**src/rtl/core/ghbp_pkg.sv**
```systemverilog
package ghbp_pkg;

   localparam int HISTORY_BITS_DEF  = 12;
   localparam int TABLE_ENTRIES_DEF = 4096;

   // Width of the history snapshot carried on the ports.
   localparam int HIST_OUT_BITS = 12;

   // Snapshot bits folded into the table index per cycle on a train.
   localparam int REDUCE_STEP = 4;

   localparam int QUEUE_DEPTH = 2;

   localparam logic [1:0] CTR_MAX       = 2'd3;
   localparam logic [1:0] CTR_MIN       = 2'd0;
   localparam logic [1:0] CTR_TAKEN_MIN = 2'd2;

   typedef enum logic [1:0] {
      OP_PREDICT = 2'd0,
      OP_PUSH    = 2'd1,
      OP_TRAIN   = 2'd2
   } op_type;

   typedef enum logic {
      BK_CLEAR = 1'b0,
      BK_RUN   = 1'b1
   } back_state_type;

   typedef struct packed {
      logic [1:0]               op;
      logic                     outcome_taken;
      logic [HIST_OUT_BITS-1:0] saved_history;
   } req_type;

   typedef struct packed {
      logic                     predict_taken;
      logic [HIST_OUT_BITS-1:0] history_out;
   } rsp_type;

   // Work handed from the front to the back.
   typedef struct packed {
      logic                     is_train;
      logic                     outcome_taken;
      logic [HIST_OUT_BITS-1:0] history_out;
   } cmd_type;

   function automatic int ghbp_idx_bits(int entries);
      return $clog2(entries);
   endfunction

   function automatic int ghbp_snap_bits(int hist_bits);
      return (hist_bits < HIST_OUT_BITS) ? hist_bits : HIST_OUT_BITS;
   endfunction

   function automatic int ghbp_key_bits(int hist_bits, int entries);
      int ib;
      int sb;
      ib = ghbp_idx_bits(entries);
      sb = ghbp_snap_bits(hist_bits);
      return (ib > sb) ? ib : sb;
   endfunction

   // Snapshot maps to an index by truncation alone.
   function automatic bit ghbp_fast(int hist_bits, int entries);
      int sb;
      sb = ghbp_snap_bits(hist_bits);
      return ((entries & (entries - 1)) == 0) || (entries >= (1 << sb));
   endfunction

endpackage

```
**src/rtl/core/ghbp_cmd_queue.sv**
```systemverilog
module ghbp_cmd_queue #(
   parameter int HISTORY_BITS  = ghbp_pkg::HISTORY_BITS_DEF,
   parameter int TABLE_ENTRIES = ghbp_pkg::TABLE_ENTRIES_DEF
) (
   input  logic              clock,
   input  logic              reset,
   input  logic              enq_valid,
   output logic              enq_ready,
   input  ghbp_pkg::cmd_type enq_cmd,
   input  logic [ghbp_pkg::ghbp_key_bits(HISTORY_BITS, TABLE_ENTRIES)-1:0] enq_key,
   output logic              deq_valid,
   input  logic              deq_ready,
   output ghbp_pkg::cmd_type deq_cmd,
   output logic [ghbp_pkg::ghbp_key_bits(HISTORY_BITS, TABLE_ENTRIES)-1:0] deq_key
);
   import ghbp_pkg::*;

   localparam int KeyBits = ghbp_key_bits(HISTORY_BITS, TABLE_ENTRIES);
   localparam int PtrBits = (QUEUE_DEPTH > 1) ? $clog2(QUEUE_DEPTH) : 1;
   localparam int CntBits = $clog2(QUEUE_DEPTH + 1);
   localparam logic [PtrBits-1:0] LastPtr = PtrBits'(QUEUE_DEPTH - 1);
   localparam logic [CntBits-1:0] FullCnt = CntBits'(QUEUE_DEPTH);

   cmd_type              cmd_q [QUEUE_DEPTH];
   logic [KeyBits-1:0]   key_q [QUEUE_DEPTH];
   logic [PtrBits-1:0]   wr_ptr_ff;
   logic [PtrBits-1:0]   wr_ptr_in;
   logic [PtrBits-1:0]   rd_ptr_ff;
   logic [PtrBits-1:0]   rd_ptr_in;
   logic [CntBits-1:0]   count_ff;
   logic [CntBits-1:0]   count_in;
   logic                 do_enq;
   logic                 do_deq;

   assign enq_ready = (count_ff != FullCnt);
   assign deq_valid = (count_ff != '0);
   assign do_enq    = enq_valid & enq_ready;
   assign do_deq    = deq_valid & deq_ready;
   assign deq_cmd   = cmd_q[rd_ptr_ff];
   assign deq_key   = key_q[rd_ptr_ff];

   always_comb begin
      wr_ptr_in = wr_ptr_ff;
      rd_ptr_in = rd_ptr_ff;
      count_in  = count_ff;
      if (do_enq) begin
         wr_ptr_in = (wr_ptr_ff == LastPtr) ? '0 : wr_ptr_ff + 1'b1;
      end
      if (do_deq) begin
         rd_ptr_in = (rd_ptr_ff == LastPtr) ? '0 : rd_ptr_ff + 1'b1;
      end
      if (do_enq && !do_deq) begin
         count_in = count_ff + 1'b1;
      end else if (do_deq && !do_enq) begin
         count_in = count_ff - 1'b1;
      end
   end

   always_ff @(posedge clock) begin
      if (reset) begin
         wr_ptr_ff <= '0;
         rd_ptr_ff <= '0;
         count_ff  <= '0;
      end else begin
         wr_ptr_ff <= wr_ptr_in;
         rd_ptr_ff <= rd_ptr_in;
         count_ff  <= count_in;
      end
   end

   always_ff @(posedge clock) begin
      if (do_enq) begin
         cmd_q[wr_ptr_ff] <= enq_cmd;
         key_q[wr_ptr_ff] <= enq_key;
      end
   end

endmodule

```
**config.mk**
```make
export PLATFORM = sky130hd
export DESIGN_NAME = ghbp_cmd_queue
export DESIGN_NICKNAME = d
export VERILOG_FILES = /design/src/rtl/core/ghbp_pkg.sv /design/src/rtl/core/ghbp_cmd_queue.sv
export SDC_FILE = /design/constraint.sdc
export NUM_CORES = 1
export LEC_CHECK = 0
export ABC_AREA = 1
export CAP_MARGIN = 15
export CORE_ASPECT_RATIO = 1.4
export CORE_MARGIN = 2
export CORE_UTILIZATION = 30
export DETAILED_ROUTE_END_ITERATION = 12
export DONT_BUFFER_PORTS = 1
export PLACE_DENSITY_LB_ADDON = 0.25
export SLEW_MARGIN = 20
export SYNTH_ARGS = -nofsm -noshare
export SYNTH_HDL_FRONTEND = slang
export SYNTH_SLANG_ARGS = --single-unit
```
**constraint.sdc**
```tcl
create_clock -name clock -period 3.1 [get_ports clock]
set_input_delay 0.31 -clock clock [delete_from_list [all_inputs] [get_ports clock]]
set_output_delay 0.31 -clock clock [all_outputs]
set_load 0.05 [all_outputs]
```
==> reports/qor.txt <==
P_leak: 0.000883 uW
via count: 982
WP buf/inv: 0
antenna fix cells: 0
Clk Latency, worst-skew pair: 320 ps
Synth area leaders: edfxtp_1 70%, mux2_4 14%, dfxtp_1 4.5%
worst path required time: 2790 ps
combinational fraction of design power: 0.314
DP Cell Count: 214
worst-path cell chain: mux2_2
Peak VDD IR: 0.000445 V
layout cell share with drive strength beyond 1: 0.316
Routed WL: 3.66 mm
Fin. Hold Viols: 0
first-pass GRT wire length: 5.73 mm
Syn Area/Cell: 18.8 um^2
EDFF count, synth: 52
Final #Nets: 159
top-area cell type share of the netlist area: 0.703
worst path arrival time: 1750 ps
final period utilization: 0.665
WHS: 80.2 ps
most common cell in the netlist: edfxtp_1
Area Growth Syn to Fin: 12.1%
skew final: 8.57 ps
Pint: 1540 uW
Die Wd: 76.7 um
Synth top cells by count: 52 x edfxtp_1, 20 x mux2_4, 9 x nand2_1, 8 x inv_1, 7 x nor2_1
power per cell area: 982 nW/um^2
clock sink count: 57
fmax: 485 MHz
status: complete, no violations
Critical Path Slowest Stage Cell: dfxtp_2
drt first pass iters: 4
Final Util: 0.342
setup violators final: 0
CTS Hold Bufs: 0
Row Count: 37
Max-Cap Viols: 0
Avg Vias per Cell: 4.27
crit-path max cell delay: 880 ps
#FFs+latches synth: 57
Post-synth ARST share: 0
wire per inst: 15.9 um
clock group share of total power: 0.254
Sw Share: 0.370
Hold WC Path Type: in2reg
Die H: 106 um
max-slew violation count: 0
Cell Area, Synth: 2220 um^2
H-tree levels: 3
syn_nets: 149
CP top delay family: flip-flops
number of global-route vias before repair: 1,085
Seq/Total Area, Yosys: 0.749
Top FF cell, synth: edfxtp_1
startpoint type of the worst setup path: register
Clock Path Buffers: 2
GPL Wtd Cong: 0.688
Setup Buffers After CTS: 0
Rel. slew slack: 0.445
DR DRC count: 0
Post-DP HPWL: 2.37 mm
Mapped Cells: 118
post_cts resized: 0
Routed Antenna Nets: 0
Iter 0 DRT Violations: 30
Worst Setup End Kind: primary output
sequential share of power: 0.432
antenna violations before repair: 0
root buffer cell: clkbuf_8
core footprint: 7270 um^2
Num CTS Buffers: 9
Worst Tran Pin Value: 833 ps
CTS tree: built
dominant cell type by area after synthesis: edfxtp_1
crit-path max FO: 26
Initial Util: 0.305
# port buffers: 0
RSZ-0062 raised after global routing: false
critical path type: reg2out
Reg clk slew, reported paths: 60 ps
Overflow after GRT: 0
Final Non-Filler Cells: 230
Distinct cells, synth: 14
die area: 8110 um^2
Period minus WS final: 2060 ps
GRT Util Overall: 0.0991
yosys warns: 0
IO Count: 58
Psw: 903 uW
pin count of the biggest net entering global routing: 27
setup TNS: 0 ps
per-layer routing:
layer | global-route usage | part of all wire
met1 | 0.0864 | 0.35
met4 | 0.0623 | 0.020
met5 | 0 | 0
met3 | 0.0634 | 0.10
met2 | 0.167 | 0.53
stage by stage:
step / cell area [um^2] / power [uW] / setup slack [ps]
2_1_floorplan: 2220 / 1790 / 640
3_3_place_gp: 2310 / 1830 / 1290
3_5_place_dp: 2310 / 1850 / 1190
4_1_cts: 2490 / 2490 / 969
5_1_grt: 2490 / 2560 / 922
6_report: 2490 / 2440 / 1040
area by class of cell:
cell class                 count  area [um^2]
fill                         704         4780
sequential                    57         1660
multi-input combinational     50          482
clock buffer                  11          131
tap                           97          121
clock inverter                 5         46.3
inverter                       8         30.0
timing repair buffer           2         15.0
worst reg2reg max path: cells and delay by family, from the launching register on:
kind	cells	cell delay, ps
flip-flops	1	310
AND/OR/NAND/NOR	5	860
adder cells (fa/ha/maj)	1	340
buffers and inverters	4	340
worst paths after layout:
| check | to | startpoint | cells past startpoint | slack (ps) |
|---|---|---|---|---|
| worst max register to register | count_ff[1] | count_ff[0] | 10 | 1180 |
| worst max-delay path | deq_cmd[9] | register | 1 | 1040 |
| worst min register to register | wr_ptr_ff | wr_ptr_ff | 2 | 530 |
| worst min-delay path | cmd_q[0][10] | enq_cmd[10] | 0 | 80 |
sequential cells by signal, summed over array words and instances, names as in the netlist, named ones only:
signal,cells
rd_ptr_ff,1
key_q,24
cmd_q,28
wr_ptr_ff,1
count_ff,2
logic make-up after synthesis:
family,after synthesis,share of synthesized area
DFF,57,0.749
muxes,26,0.166
and+or+nand+nor,19,0.0344
buffers and inverters,11,0.0366
AOI/OAI and AO/OA,4,0.00902
adders and majority gates,1,0.00564
placed cells by master, fill, tap and decap left out:
cell type,synthesis,routed
clkbuf_8,0,9
clkinv_2,0,1
mux2_2,6,6
nand2_1,9,9
nor2_1,7,5
nand4_1,1,1
dfxtp_2,0,1
nor2_2,0,2
bufinv_16,0,1
ha_1,1,1
clkbuf_1,0,2
inv_1,8,8
edfxtp_1,52,52
dfxtp_1,5,4
clkinv_1,0,3
buf_4,0,2
a21oi_1,2,2
mux2_4,20,20
o21ai_0,2,2
nand3_1,2,2
power groups by stage:
stage                     logic (uW)  registers (uW)  clock network (uW)
after CTS                        778            1060                 652
after global routing             809            1070                 683
after detailed placement         778            1070                   0
final                            767            1060                 621
after global placement           766            1070                   0
after floorplan                  774            1020                   0
(Power assumes the default switching activity.)
