$ cat config.mk
export PLATFORM = sky130hd
export DESIGN_NAME = ghbp_front
export DESIGN_NICKNAME = d
export VERILOG_FILES = /design/src/rtl/core/ghbp_pkg.sv /design/src/rtl/core/ghbp_front.sv
export SDC_FILE = /design/constraint.sdc
export NUM_CORES = 1
export LEC_CHECK = 0
export BUFFER_PORTS_ARGS = -buffer_cell sky130_fd_sc_hd__buf_2
export CAP_MARGIN = 20
export CORE_MARGIN = 3
export CORE_UTILIZATION = 40
export CTS_CLUSTER_DIAMETER = 200
export DETAILED_ROUTE_END_ITERATION = 8
export PLACE_DENSITY_LB_ADDON = 0.25
export RECOVER_POWER = 50
export SYNTH_ARGS = -nofsm -noshare
export SYNTH_HDL_FRONTEND = slang
export SYNTH_SLANG_ARGS = --single-unit
export TNS_END_PERCENT = 5
$ cat constraint.sdc
create_clock -name clock -period 2.7 [get_ports clock]
set_clock_uncertainty 0.2 [all_clocks]
set_input_delay 0.135 -clock clock [delete_from_list [all_inputs] [get_ports clock]]
set_output_delay 0.135 -clock clock [all_outputs]
set_load 0.02 [all_outputs]
$ cat src/rtl/core/ghbp_pkg.sv
package ghbp_pkg;

   localparam int HISTORY_BITS_DEF  = 12;
   localparam int TABLE_ENTRIES_DEF = 4096;

   // Width of the history snapshot carried on the ports.
   localparam int HIST_OUT_BITS = 12;

   // Snapshot bits folded into the table index per cycle on a train.
   localparam int REDUCE_STEP = 4;

   localparam int QUEUE_DEPTH = 2;

   localparam logic [1:0] CTR_MAX       = 2'd3;
   localparam logic [1:0] CTR_MIN       = 2'd0;
   localparam logic [1:0] CTR_TAKEN_MIN = 2'd2;

   typedef enum logic [1:0] {
      OP_PREDICT = 2'd0,
      OP_PUSH    = 2'd1,
      OP_TRAIN   = 2'd2
   } op_type;

   typedef enum logic {
      BK_CLEAR = 1'b0,
      BK_RUN   = 1'b1
   } back_state_type;

   typedef struct packed {
      logic [1:0]               op;
      logic                     outcome_taken;
      logic [HIST_OUT_BITS-1:0] saved_history;
   } req_type;

   typedef struct packed {
      logic                     predict_taken;
      logic [HIST_OUT_BITS-1:0] history_out;
   } rsp_type;

   // Work handed from the front to the back.
   typedef struct packed {
      logic                     is_train;
      logic                     outcome_taken;
      logic [HIST_OUT_BITS-1:0] history_out;
   } cmd_type;

   function automatic int ghbp_idx_bits(int entries);
      return $clog2(entries);
   endfunction

   function automatic int ghbp_snap_bits(int hist_bits);
      return (hist_bits < HIST_OUT_BITS) ? hist_bits : HIST_OUT_BITS;
   endfunction

   function automatic int ghbp_key_bits(int hist_bits, int entries);
      int ib;
      int sb;
      ib = ghbp_idx_bits(entries);
      sb = ghbp_snap_bits(hist_bits);
      return (ib > sb) ? ib : sb;
   endfunction

   // Snapshot maps to an index by truncation alone.
   function automatic bit ghbp_fast(int hist_bits, int entries);
      int sb;
      sb = ghbp_snap_bits(hist_bits);
      return ((entries & (entries - 1)) == 0) || (entries >= (1 << sb));
   endfunction

endpackage

$ cat src/rtl/core/ghbp_front.sv
module ghbp_front #(
   parameter int HISTORY_BITS  = ghbp_pkg::HISTORY_BITS_DEF,
   parameter int TABLE_ENTRIES = ghbp_pkg::TABLE_ENTRIES_DEF
) (
   input  logic              clock,
   input  logic              reset,
   input  logic              req_valid,
   output logic              req_ready,
   input  ghbp_pkg::req_type req_data,
   input  logic              clear_busy,
   output logic              enq_valid,
   input  logic              enq_ready,
   output ghbp_pkg::cmd_type enq_cmd,
   output logic [ghbp_pkg::ghbp_key_bits(HISTORY_BITS, TABLE_ENTRIES)-1:0] enq_key
);
   import ghbp_pkg::*;

   localparam int IdxBits  = ghbp_idx_bits(TABLE_ENTRIES);
   localparam int SnapBits = ghbp_snap_bits(HISTORY_BITS);
   localparam int KeyBits  = ghbp_key_bits(HISTORY_BITS, TABLE_ENTRIES);
   localparam int HistWrap = (1 << HISTORY_BITS) % TABLE_ENTRIES;
   localparam logic [IdxBits:0] TabSize  = (IdxBits+1)'(TABLE_ENTRIES);
   localparam logic [IdxBits:0] WrapVal  = (IdxBits+1)'(HistWrap);
   localparam logic [IdxBits:0] WrapComp = (IdxBits+1)'(TABLE_ENTRIES - HistWrap);

   logic [HISTORY_BITS-1:0] history_ff;
   logic [HISTORY_BITS-1:0] history_in;
   logic [IdxBits-1:0]      hidx_ff;
   logic [IdxBits-1:0]      hidx_in;
   logic [IdxBits:0]        dbl;
   logic [IdxBits:0]        folded;
   logic                    accept;
   logic                    push;
   logic                    is_train;

   assign req_ready = enq_ready & ~clear_busy;
   assign accept    = req_valid & req_ready;
   assign is_train  = (req_data.op == OP_TRAIN);

   always_comb begin
      enq_valid = 1'b0;
      push      = 1'b0;
      case (req_data.op)
         OP_PREDICT: enq_valid = accept;
         OP_TRAIN:   enq_valid = accept;
         OP_PUSH:    push      = accept;
         default: ;
      endcase
   end

   always_comb begin
      enq_cmd.is_train      = is_train;
      enq_cmd.outcome_taken = req_data.outcome_taken;
      enq_cmd.history_out   = HIST_OUT_BITS'(history_ff);
      if (is_train) begin
         enq_key = KeyBits'(req_data.saved_history[SnapBits-1:0]);
      end else begin
         enq_key = KeyBits'(hidx_ff);
      end
   end

   // Track history mod table size: double, add the outcome, drop the bit that
   // leaves the history.
   always_comb begin
      dbl = {hidx_ff, req_data.outcome_taken};
      if (dbl >= TabSize) begin
         dbl = dbl - TabSize;
      end
      folded = dbl;
      if (history_ff[HISTORY_BITS-1]) begin
         if (dbl >= WrapVal) begin
            folded = dbl - WrapVal;
         end else begin
            folded = dbl + WrapComp;
         end
      end
   end

   always_comb begin
      history_in = history_ff;
      hidx_in    = hidx_ff;
      if (push) begin
         history_in = HISTORY_BITS'({history_ff, req_data.outcome_taken});
         hidx_in    = folded[IdxBits-1:0];
      end
   end

   always_ff @(posedge clock) begin
      if (reset) begin
         history_ff <= '0;
         hidx_ff    <= '0;
      end else begin
         history_ff <= history_in;
         hidx_ff    <= hidx_in;
      end
   end

endmodule

==> results.sh, run 1 <==
export IMPL_status="finished clean"
export IMPL_antenna_found_initial=0
export IMPL_path_class="primary input to primary output"
export IMPL_hold_slack_ps=71.6
export IMPL_worst_path_max_delay_cell="and2b_1"
export IMPL_htree_levels=1
export IMPL_dr_first_iter_drc_count=0
export IMPL_final_cell_mix="buf_2, clkbuf_1, nand2b_1"
export IMPL_vias=611
export IMPL_die_h_um=47.0
export IMPL_r2r_start="history_ff[10]$_SDFFE_PP0P_"
export IMPL_crit_chain="buf_2 > and2b_1 > mux2_2 > buf_2"
export IMPL_cap_violations=0
export IMPL_worstHoldEndpoint="history_ff[0]$_SDFFE_PP0P_"
export IMPL_start_util=0.437
export IMPL_routedWlPerCell_um=12.0
export IMPL_fillCellCount=146
export IMPL_clock_sinks=12
export IMPL_p_leak_nw=0.401
export IMPL_cts_buffers=3
export IMPL_hold_viol_final=0
export IMPL_p_seq_frac=0.471
export IMPL_grt_use_total=0.137
export IMPL_synth_top_cells_by_area="dfxtp_1, mux2i_1, mux2_2"
export IMPL_overflow=0
export IMPL_path_delay_family="simple AND/OR/NAND/NOR gates"
export IMPL_slew_limit_headroom=0.281
export IMPL_setup_viol=0
export IMPL_swShare=0.232
export IMPL_cpPeakStageDelay_ps=540
export IMPL_slew_viol_final=0
export IMPL_clock_latency_ps=270
export IMPL_pwr_density_cell_nw_per_um2=419
export IMPL_cts_buffer_depth=2
export IMPL_p_int_w=0.000289
export IMPL_core_area_um2=1540
export IMPL_crit_fanout=13
export IMPL_cts_root_buf="clkbuf_4"
export IMPL_drive_gt1_frac=0.443
export IMPL_antennaDiodeCount=0
export IMPL_ant_nets=0
export IMPL_fin_setup_tns_ps=0
export IMPL_grt_max_degree=14
export IMPL_final_min_clock_period_ps=1680
export IMPL_dp_hpwl_um=1190
export IMPL_rr_worst_depth=2
export IMPL_clock_power_share=0.371
export IMPL_min_delay_start="reset"
export IMPL_path_buf_inv=2
export IMPL_nets=127
export IMPL_num_rows=14
export IMPL_max_freq_ghz=0.594
export IMPL_seq_area_frac_synth=0.357
export IMPL_period_share=0.623
export IMPL_p_switching_w=0.0000872
export IMPL_gp_congestion=0.703
export IMPL_r2r_end="history_ff[11]$_SDFFE_PP0P_"
export IMPL_yosysTopAreaCell="dfxtp_1"
export IMPL_crit_arrival_ps=1350
export IMPL_die_w_um=47.0
export IMPL_synth_fp_nets=79
export IMPL_cts_tree="done"
export IMPL_postSynthCellCount=59
export IMPL_reg_largest_list="history_ff x12"
export IMPL_avgSynthCellArea_um2=11.4
export IMPL_dr_pass1_iters=1
export IMPL_grt_pass1_vias=537
export IMPL_post_cts_resized=0
export IMPL_yosysWarnings=0
export IMPL_ys_types=13
export IMPL_regMostFlops="history_ff"
export IMPL_min_delay_path_depth=3
export IMPL_wl_um=1460
export IMPL_netlist_area_um2=673
export IMPL_reg2reg_slack_ps=1820
export IMPL_grt_setup_unrepaired="false"
export IMPL_port_buffers=47
export IMPL_yosys_area_top_type_share=0.357
export IMPL_cp_common_cell="buf_2"
export IMPL_clkTransAtPathRegs_ps=70
export IMPL_area_growth_pct=33.3
export IMPL_ys_seq_elements=12
export IMPL_ir_drop_v=0.000295
export IMPL_vias_per_cell=5.01
export IMPL_drc=0
export IMPL_start_kind="primary input"
export IMPL_critPathRequiredTime_ps=2370
export IMPL_final_common_cell="buf_2"
export IMPL_largest_reg_flops=12
export IMPL_die_area_um2=2210
export IMPL_hold_path_class="primary input to register"
export IMPL_grt_pass1_wl_um=2170
export IMPL_pwr_share_comb=0.158
export IMPL_worstMarginPinSlew_ps=1070
export IMPL_io_pins=48
export IMPL_end_kind="primary output"
==> synthesized netlist by cell type <==
cell type	number
and2b_4	1
buf_4	3
buf_6	1
clkbuf_1	1
dfxtp_1	12
mux2_1	2
mux2_2	10
mux2i_1	12
nand2b_1	13
nand3b_4	1
nor2_1	1
nor2b_1	1
nor3b_4	1
==> worst min-delay path: stages <==
cell	delay [ps]
buf_2	180
nand2b_1	120
mux2i_1	60
==> layout make-up <==
class / instances / area (µm²) / area share
clock buffers: 4 / 36.3 / 0.0404
multi-input cells: 42 / 374 / 0.417
flip-flops and latches: 12 / 240 / 0.268
well taps: 16 / 20.0 / 0.0223
repair buffers: 48 / 226 / 0.252
==> power groups by stage <==
stage / logic, W / registers (W) / clock network [W]
after floorplan: 0.0000402 / 0.000182 / 0
after global placement: 0.0000617 / 0.000181 / 0
after detailed placement: 0.0000631 / 0.000181 / 0
after CTS: 0.0000643 / 0.000177 / 0.000143
after global routing: 0.0000648 / 0.000177 / 0.000152
final: 0.0000593 / 0.000177 / 0.000139
==> layer usage <==
metal | vias to the layer above | GRT usage | part of all wire
met5 | - | 0 | 0
met4 | 0 | 0.0166 | 0.0027
met3 | 2 | 0.0575 | 0.10
met2 | 28 | 0.268 | 0.51
met1 | 284 | 0.135 | 0.39
li1 | 297 | - | -
==> per-stage QoR <==
stage | instances | cell area (µm²) | total power [W] | utilization | setup slack (ps)
6_report | 122 | 897 | 0.000376 | 0.582 | 1020
5_1_grt | 122 | 897 | 0.000394 | 0.582 | 945
4_1_cts | 122 | 937 | 0.000384 | 0.608 | 1220
3_5_place_dp | 117 | 891 | 0.000244 | 0.578 | 1100
3_3_place_gp | 117 | 891 | 0.000243 | 0.578 | 1110
2_1_floorplan | 59 | 673 | 0.000222 | - | 1410
==> how the worst max path moves through the flow <==
stage,startpoint,cells after the start,endpoint
3_5_place_dp,clear_busy,4,history_ff[1]$_SDFFE_PP0P_
3_3_place_gp,clear_busy,4,history_ff[11]$_SDFFE_PP0P_
6_report,req_data[13],4,enq_key[3]
5_1_grt,req_data[13],4,enq_key[8]
2_1_floorplan,req_data[13],3,enq_key[0]
4_1_cts,req_data[13],4,enq_key[3]
==> cell families (layout without fill, tap and decap cells) <==
kind of cell | Yosys count | count (layout) | share of synthesized area
multiplexers | 24 | 24 | 0.379
AND/OR/NAND/NOR | 18 | 18 | 0.208
flip-flops | 12 | 12 | 0.357
buffers and inverters | 5 | 52 | 0.0558
==> timing repair <==
item                                    in CTS  in global routing
endpoints found under the setup margin       0                  0
hold buffers                                 1                  0
setup buffers                                0                  0
hold endpoints to repair                     1                  0
Note: power is estimated with default switching activity, not from simulation.
==> run 2, diff against run 1 <==
Settings changed: CORE_UTILIZATION 40 to 35.
Clock period 2.7 ns to 1.45 ns, I/O delays scaled along.
==> run 2 against run 1 <==
  * Sequential power rose by 86%
  * Sequential share of layout area fell by 0.69 points
  * Critical path type unchanged
  * Highest routed layer is now met3
  * Largest power group unchanged
  * Hold slack got worse by 62 ps
  * Total power rose by 87%
  * Global-route usage fell by 0.77 points
  * Core utilization fell by 6.0 points
  * Design area rose by 2.6%
  * Cell count rose by 8.2%
  * Critical path depth did not move
==> results.sh, run 2 (synthesis results as in run 1) <==
export IMPL_status="finished clean"
export IMPL_dp_hpwl_um=1100
export IMPL_cp_common_cell="buf_2"
export IMPL_port_buffers=47
export IMPL_gp_congestion=0.612
export IMPL_cts_buffers=3
export IMPL_slew_viol_final=0
export IMPL_ir_drop_v=0.000530
export IMPL_r2r_start="history_ff[3]$_SDFFE_PP0P_"
export IMPL_grt_pass1_wl_um=2500
export IMPL_setup_viol=0
export IMPL_final_min_clock_period_ps=1330
export IMPL_clock_latency_ps=270
export IMPL_core_area_um2=1760
export IMPL_dr_first_iter_drc_count=1
export IMPL_startpoint="req_data[13]"
export IMPL_grt_setup_unrepaired="false"
export IMPL_worst_path_max_delay_cell="and2b_4"
export IMPL_postCtsSetupRepairBufs=0
export IMPL_num_rows=15
export IMPL_end_kind="primary output"
export IMPL_vias_per_cell=4.30
export IMPL_crit_fanout=13
export IMPL_largest_reg_flops=12
export IMPL_hold_path_class="primary input to register"
export IMPL_critPathRequiredTime_ps=1180
export IMPL_cts_hold_buf=1
export IMPL_die_area_um2=2490
export IMPL_grt_max_degree=14
export IMPL_cts_tree="done"
export IMPL_final_util=0.522
export IMPL_drc=0
export IMPL_slew_limit_headroom=0.739
export IMPL_clkTransAtPathRegs_ps=80
export IMPL_dr_pass1_iters=3
export IMPL_overflow=0
export IMPL_routedWlPerCell_um=11.2
export IMPL_reg_largest_list="history_ff x12"
export IMPL_fin_setup_tns_ps=0
export IMPL_die_h_um=49.9
export IMPL_crit_chain="buf_2 > and2b_4 > mux2_2 > buf_2"
export IMPL_cpPeakStageDelay_ps=360
export IMPL_wl_um=1470
export IMPL_cap_violations=0
export IMPL_regMostFlops="history_ff"
export IMPL_cts_root_buf="clkbuf_4"
export IMPL_worstMarginPinSlew_ps=391
export IMPL_drive_gt1_frac=0.523
export IMPL_io_pins=48
export IMPL_antennaDiodeCount=0
export IMPL_p_leak_nw=0.438
export IMPL_grt_use_total=0.129
export IMPL_cts_buffer_depth=2
export IMPL_final_common_cell="buf_2"
export IMPL_area_growth_pct=36.8
export IMPL_dpl_cell_area_um2=922
export IMPL_reg2reg_slack_ps=590
export IMPL_final_cell_mix="buf_2, nand2b_1, mux2i_1, dfxtp_1, mux2_2"
export IMPL_nets=128
export IMPL_max_freq_ghz=0.751
export IMPL_min_delay_start="reset"
export IMPL_hold_viol_final=0
export IMPL_vias=567
export IMPL_antenna_found_initial=0
export IMPL_post_cts_resized=0
export IMPL_die_w_um=49.9
export IMPL_grt_pass1_vias=551
export IMPL_crit_arrival_ps=1060
export IMPL_period_share=0.918
export IMPL_path_class="primary input to primary output"
export IMPL_pwr_density_cell_nw_per_um2=762
export IMPL_clock_sinks=12
export IMPL_ant_nets=0
export IMPL_stdcell_area_um2=921
export IMPL_htree_levels=1
export IMPL_start_kind="primary input"
export IMPL_start_util=0.382
-- run 2: changes by cell type in the layout (fill, tap and decap cells not counted), sizes merged --
cell	delta
buf	+8
clkbuf	-7
-- run 2: metrics by stage --
stage	total power, W	instances	hold slack, ps	setup slack [ps]
floorplan	0.000413	59	23.1	284
global placement	0.000456	127	146	121
detailed placement	0.000457	127	158	111
CTS	0.000721	132	10.6	108
global route	0.000738	132	24.0	70.2
finish	0.000701	132	9.43	119
-- run 2: worst max-delay path: cells and delay by family --
kind	cells	cell delay, ps
buf+inv	2	270
simple gates	1	360
mux	1	360
-- run 2: final timing paths --
| kind | endpoint | cells after the start |
|---|---|---|
| hold / removal | history_ff[0]$_SDFFE_PP0P_ | 3 |
| setup / recovery | enq_key[1] | 4 |
| hold reg to reg | history_ff[11]$_SDFFE_PP0P_ | 2 |
| setup reg to reg | history_ff[4]$_SDFFE_PP0P_ | 2 |
-- run 2: cell type report --
type	count	area [µm²]
sequential	12	240
clock buffer	4	36.3
timing repair buffer	49	241
multi-input combinational	42	372
fill	192	843
tap	25	31.3
-- run 2: routing by layer --
metal	up-vias	GRT usage	wire [µm]
li1	298	-	-
met2	29	0.207	666
met1	240	0.163	672
met5	-	0	0
met4	0	0.0138	0
met3	0	0.0574	134
-- run 2: where the power goes --
part           switching (W)  internal [W]  total (W)
logic              0.0000551     0.0000571   0.000112
clock network       0.000107      0.000152   0.000259
registers        0.000000216      0.000330   0.000330
total               0.000162      0.000539   0.000701
==> run 3, diff against run 2 <==
Settings changed: CORE_UTILIZATION 35 to 37, CTS_BUF_LIST set to sky130_fd_sc_hd__clkbuf_4, HOLD_SLACK_MARGIN set to 0.12.
Clock period 1.45 ns to 1.2 ns, I/O delays scaled along.
==> run 3 against run 2 <==
  * The flow now finishes with violations (negative setup slack)
  * Routed wire length is 27% higher
  * Sequential share of layout area decreased by 3.8 points
  * Cell count up 6.8%
  * Register-to-register slack worse by 340 ps
  * Via count rose by 14%
  * Critical path depth is 2 lower
  * Largest power group unchanged
  * Combinational power rose by 71%
  * Clock-buffer cell count is 1 lower
  * Worst setup slack got worse by 170 ps
==> results.sh, run 3 (synthesis results as in run 1) <==
export IMPL_final_cell_mix="buf_2, nand2b_1, mux2i_1, dfxtp_2, buf_6"
export IMPL_crit_fanout=3
export IMPL_critPathRequiredTime_ps=940
export IMPL_cts_buffers=3
export IMPL_area_growth_pct=70.1
export IMPL_drive_gt1_frac=0.692
export IMPL_antenna_found_initial=0
export IMPL_grt_pass1_wl_um=3150
export IMPL_min_delay_start="req_valid"
export IMPL_regMostFlops="history_ff"
export IMPL_p_switching_w=0.000202
export IMPL_max_freq_ghz=0.796
export IMPL_dpl_cell_area_um2=936
export IMPL_path_class="register to primary output"
export IMPL_p_int_w=0.000623
export IMPL_dp_hpwl_um=1260
export IMPL_dr_first_iter_drc_count=3
export IMPL_grt_pass1_vias=680
export IMPL_pwr_density_cell_nw_per_um2=720
export IMPL_hold_path_class="primary input to register"
export IMPL_r2r_end="history_ff[2]$_SDFFE_PP0P_"
export IMPL_final_min_clock_period_ps=1260
export IMPL_vias=647
export IMPL_worstMarginPinSlew_ps=267
export IMPL_worstHoldEndpoint="history_ff[0]$_SDFFE_PP0P_"
export IMPL_slew_viol_final=0
export IMPL_die_h_um=48.7
export IMPL_rr_worst_depth=3
export IMPL_nets=139
export IMPL_final_common_cell="buf_2"
export IMPL_clock_sinks=12
export IMPL_overflow=0
export IMPL_num_rows=14
export IMPL_slew_limit_headroom=0.823
export IMPL_pwr_share_comb=0.232
export IMPL_layoutNonFillerInstCount=141
export IMPL_clock_latency_ps=260
export IMPL_drc=0
export IMPL_min_delay_path_depth=5
export IMPL_r2r_start="history_ff[2]$_SDFFE_PP0P_"
export IMPL_start_util=0.418
export IMPL_reg2reg_slack_ps=250
export IMPL_reg_largest_list="history_ff x12"
export IMPL_swShare=0.245
export IMPL_cts_root_buf="clkbuf_4"
export IMPL_hold_viol_final=0
export IMPL_grt_max_degree=14
export IMPL_setup_ws_ps=-56.0
export IMPL_io_pins=48
export IMPL_ir_drop_v=0.000634
export IMPL_grt_setup_unrepaired="true"
export IMPL_core_area_um2=1610
export IMPL_routedWlPerCell_um=13.3
export IMPL_violations="negative setup slack"
export IMPL_die_w_um=48.7
export IMPL_die_area_um2=2370
export IMPL_antennaDiodeCount=0
export IMPL_start_kind="register"
export IMPL_vias_per_cell=4.59
export IMPL_htree_levels=1
export IMPL_p_leak_nw=0.536
export IMPL_period_share=1.05
export IMPL_crit_arrival_ps=1000
export IMPL_end_kind="primary output"
export IMPL_fin_setup_tns_ps=-537
export IMPL_p_seq_frac=0.483
export IMPL_port_buffers=47
export IMPL_wl_um=1870
export IMPL_stdcell_area_um2=1140
export IMPL_largest_reg_flops=12
export IMPL_status="finished with violations"
export IMPL_ant_nets=0
export IMPL_post_place_ws_ps=-119
export IMPL_grt_use_total=0.170
export IMPL_cts_tree="done"
export IMPL_clkTransAtPathRegs_ps=70
export IMPL_final_util=0.710
export IMPL_cts_buffer_depth=2
export IMPL_dr_pass1_iters=4
export IMPL_clock_power_share=0.285
export IMPL_setup_viol=12
export IMPL_cap_violations=0
export IMPL_dp_cells=128
export IMPL_gp_congestion=0.695
-- run 3: worst max-delay path: stages, from the launching register on --
cell     delay (ps)
dfxtp_2         330
mux2_2          270
buf_6           130
-- run 3: repair_timing --
item / 4_1_cts / 5_1_grt
gates resized for setup: 36 / 8
endpoints found under the setup margin: 12 / 13
buffers inserted: 7 / 0
pin swaps: 0 / 0
hold buffers: 2 / 0
endpoints found under the hold margin: 12 / 0
cloned: 1 / 0
-- run 3: how the worst max path moves through the flow --
stage                               startpoint  slack [ps]  depth (start not counted)         end
detailed placement                req_data[13]        -120                          4  enq_key[9]
global placement                  req_data[13]         -90                          4  enq_key[4]
floorplan                         req_data[13]          60                          3  enq_key[0]
global route        history_ff[8]$_SDFFE_PP0P_         -90                          2  enq_key[8]
CTS                 history_ff[2]$_SDFFE_PP0P_         -60                          2  enq_key[2]
finish              history_ff[8]$_SDFFE_PP0P_         -60                          2  enq_key[8]
-- run 3: layout make-up --
type | count | area (µm²)
sequential | 12 | 255
timing repair buffer | 59 | 409
clock buffer | 3 | 22.5
multi-input combinational | 43 | 428
fill | 145 | 467
tap | 24 | 30.0
-- run 3: through the flow --
| step | total power (W) | hold slack (ps) |
|---|---|---|
| CTS | 0.000826 | 127 |
| global route | 0.000863 | 135 |
| floorplan | 0.000499 | -1.89 |
| detailed placement | 0.000558 | 145 |
| finish | 0.000825 | 130 |
| global placement | 0.000555 | 133 |
-- run 3: metal layers --
metal  track usage  routed length (µm)  vias to the layer above
met5             0                   0                        -
met4        0.0711                   8                        0
met3        0.0552                 136                        2
met2         0.303                1040                       27
met1         0.184                 683                      300
li1              -                   -                      318
-- run 3: power groups by stage --
stage	Combinational, W	Clock [W]	Sequential, W
finish	0.000191	0.000235	0.000398
global placement	0.000147	0	0.000408
floorplan	0.0000905	0	0.000408
global route	0.000204	0.000261	0.000398
detailed placement	0.000150	0	0.000408
CTS	0.000184	0.000244	0.000398
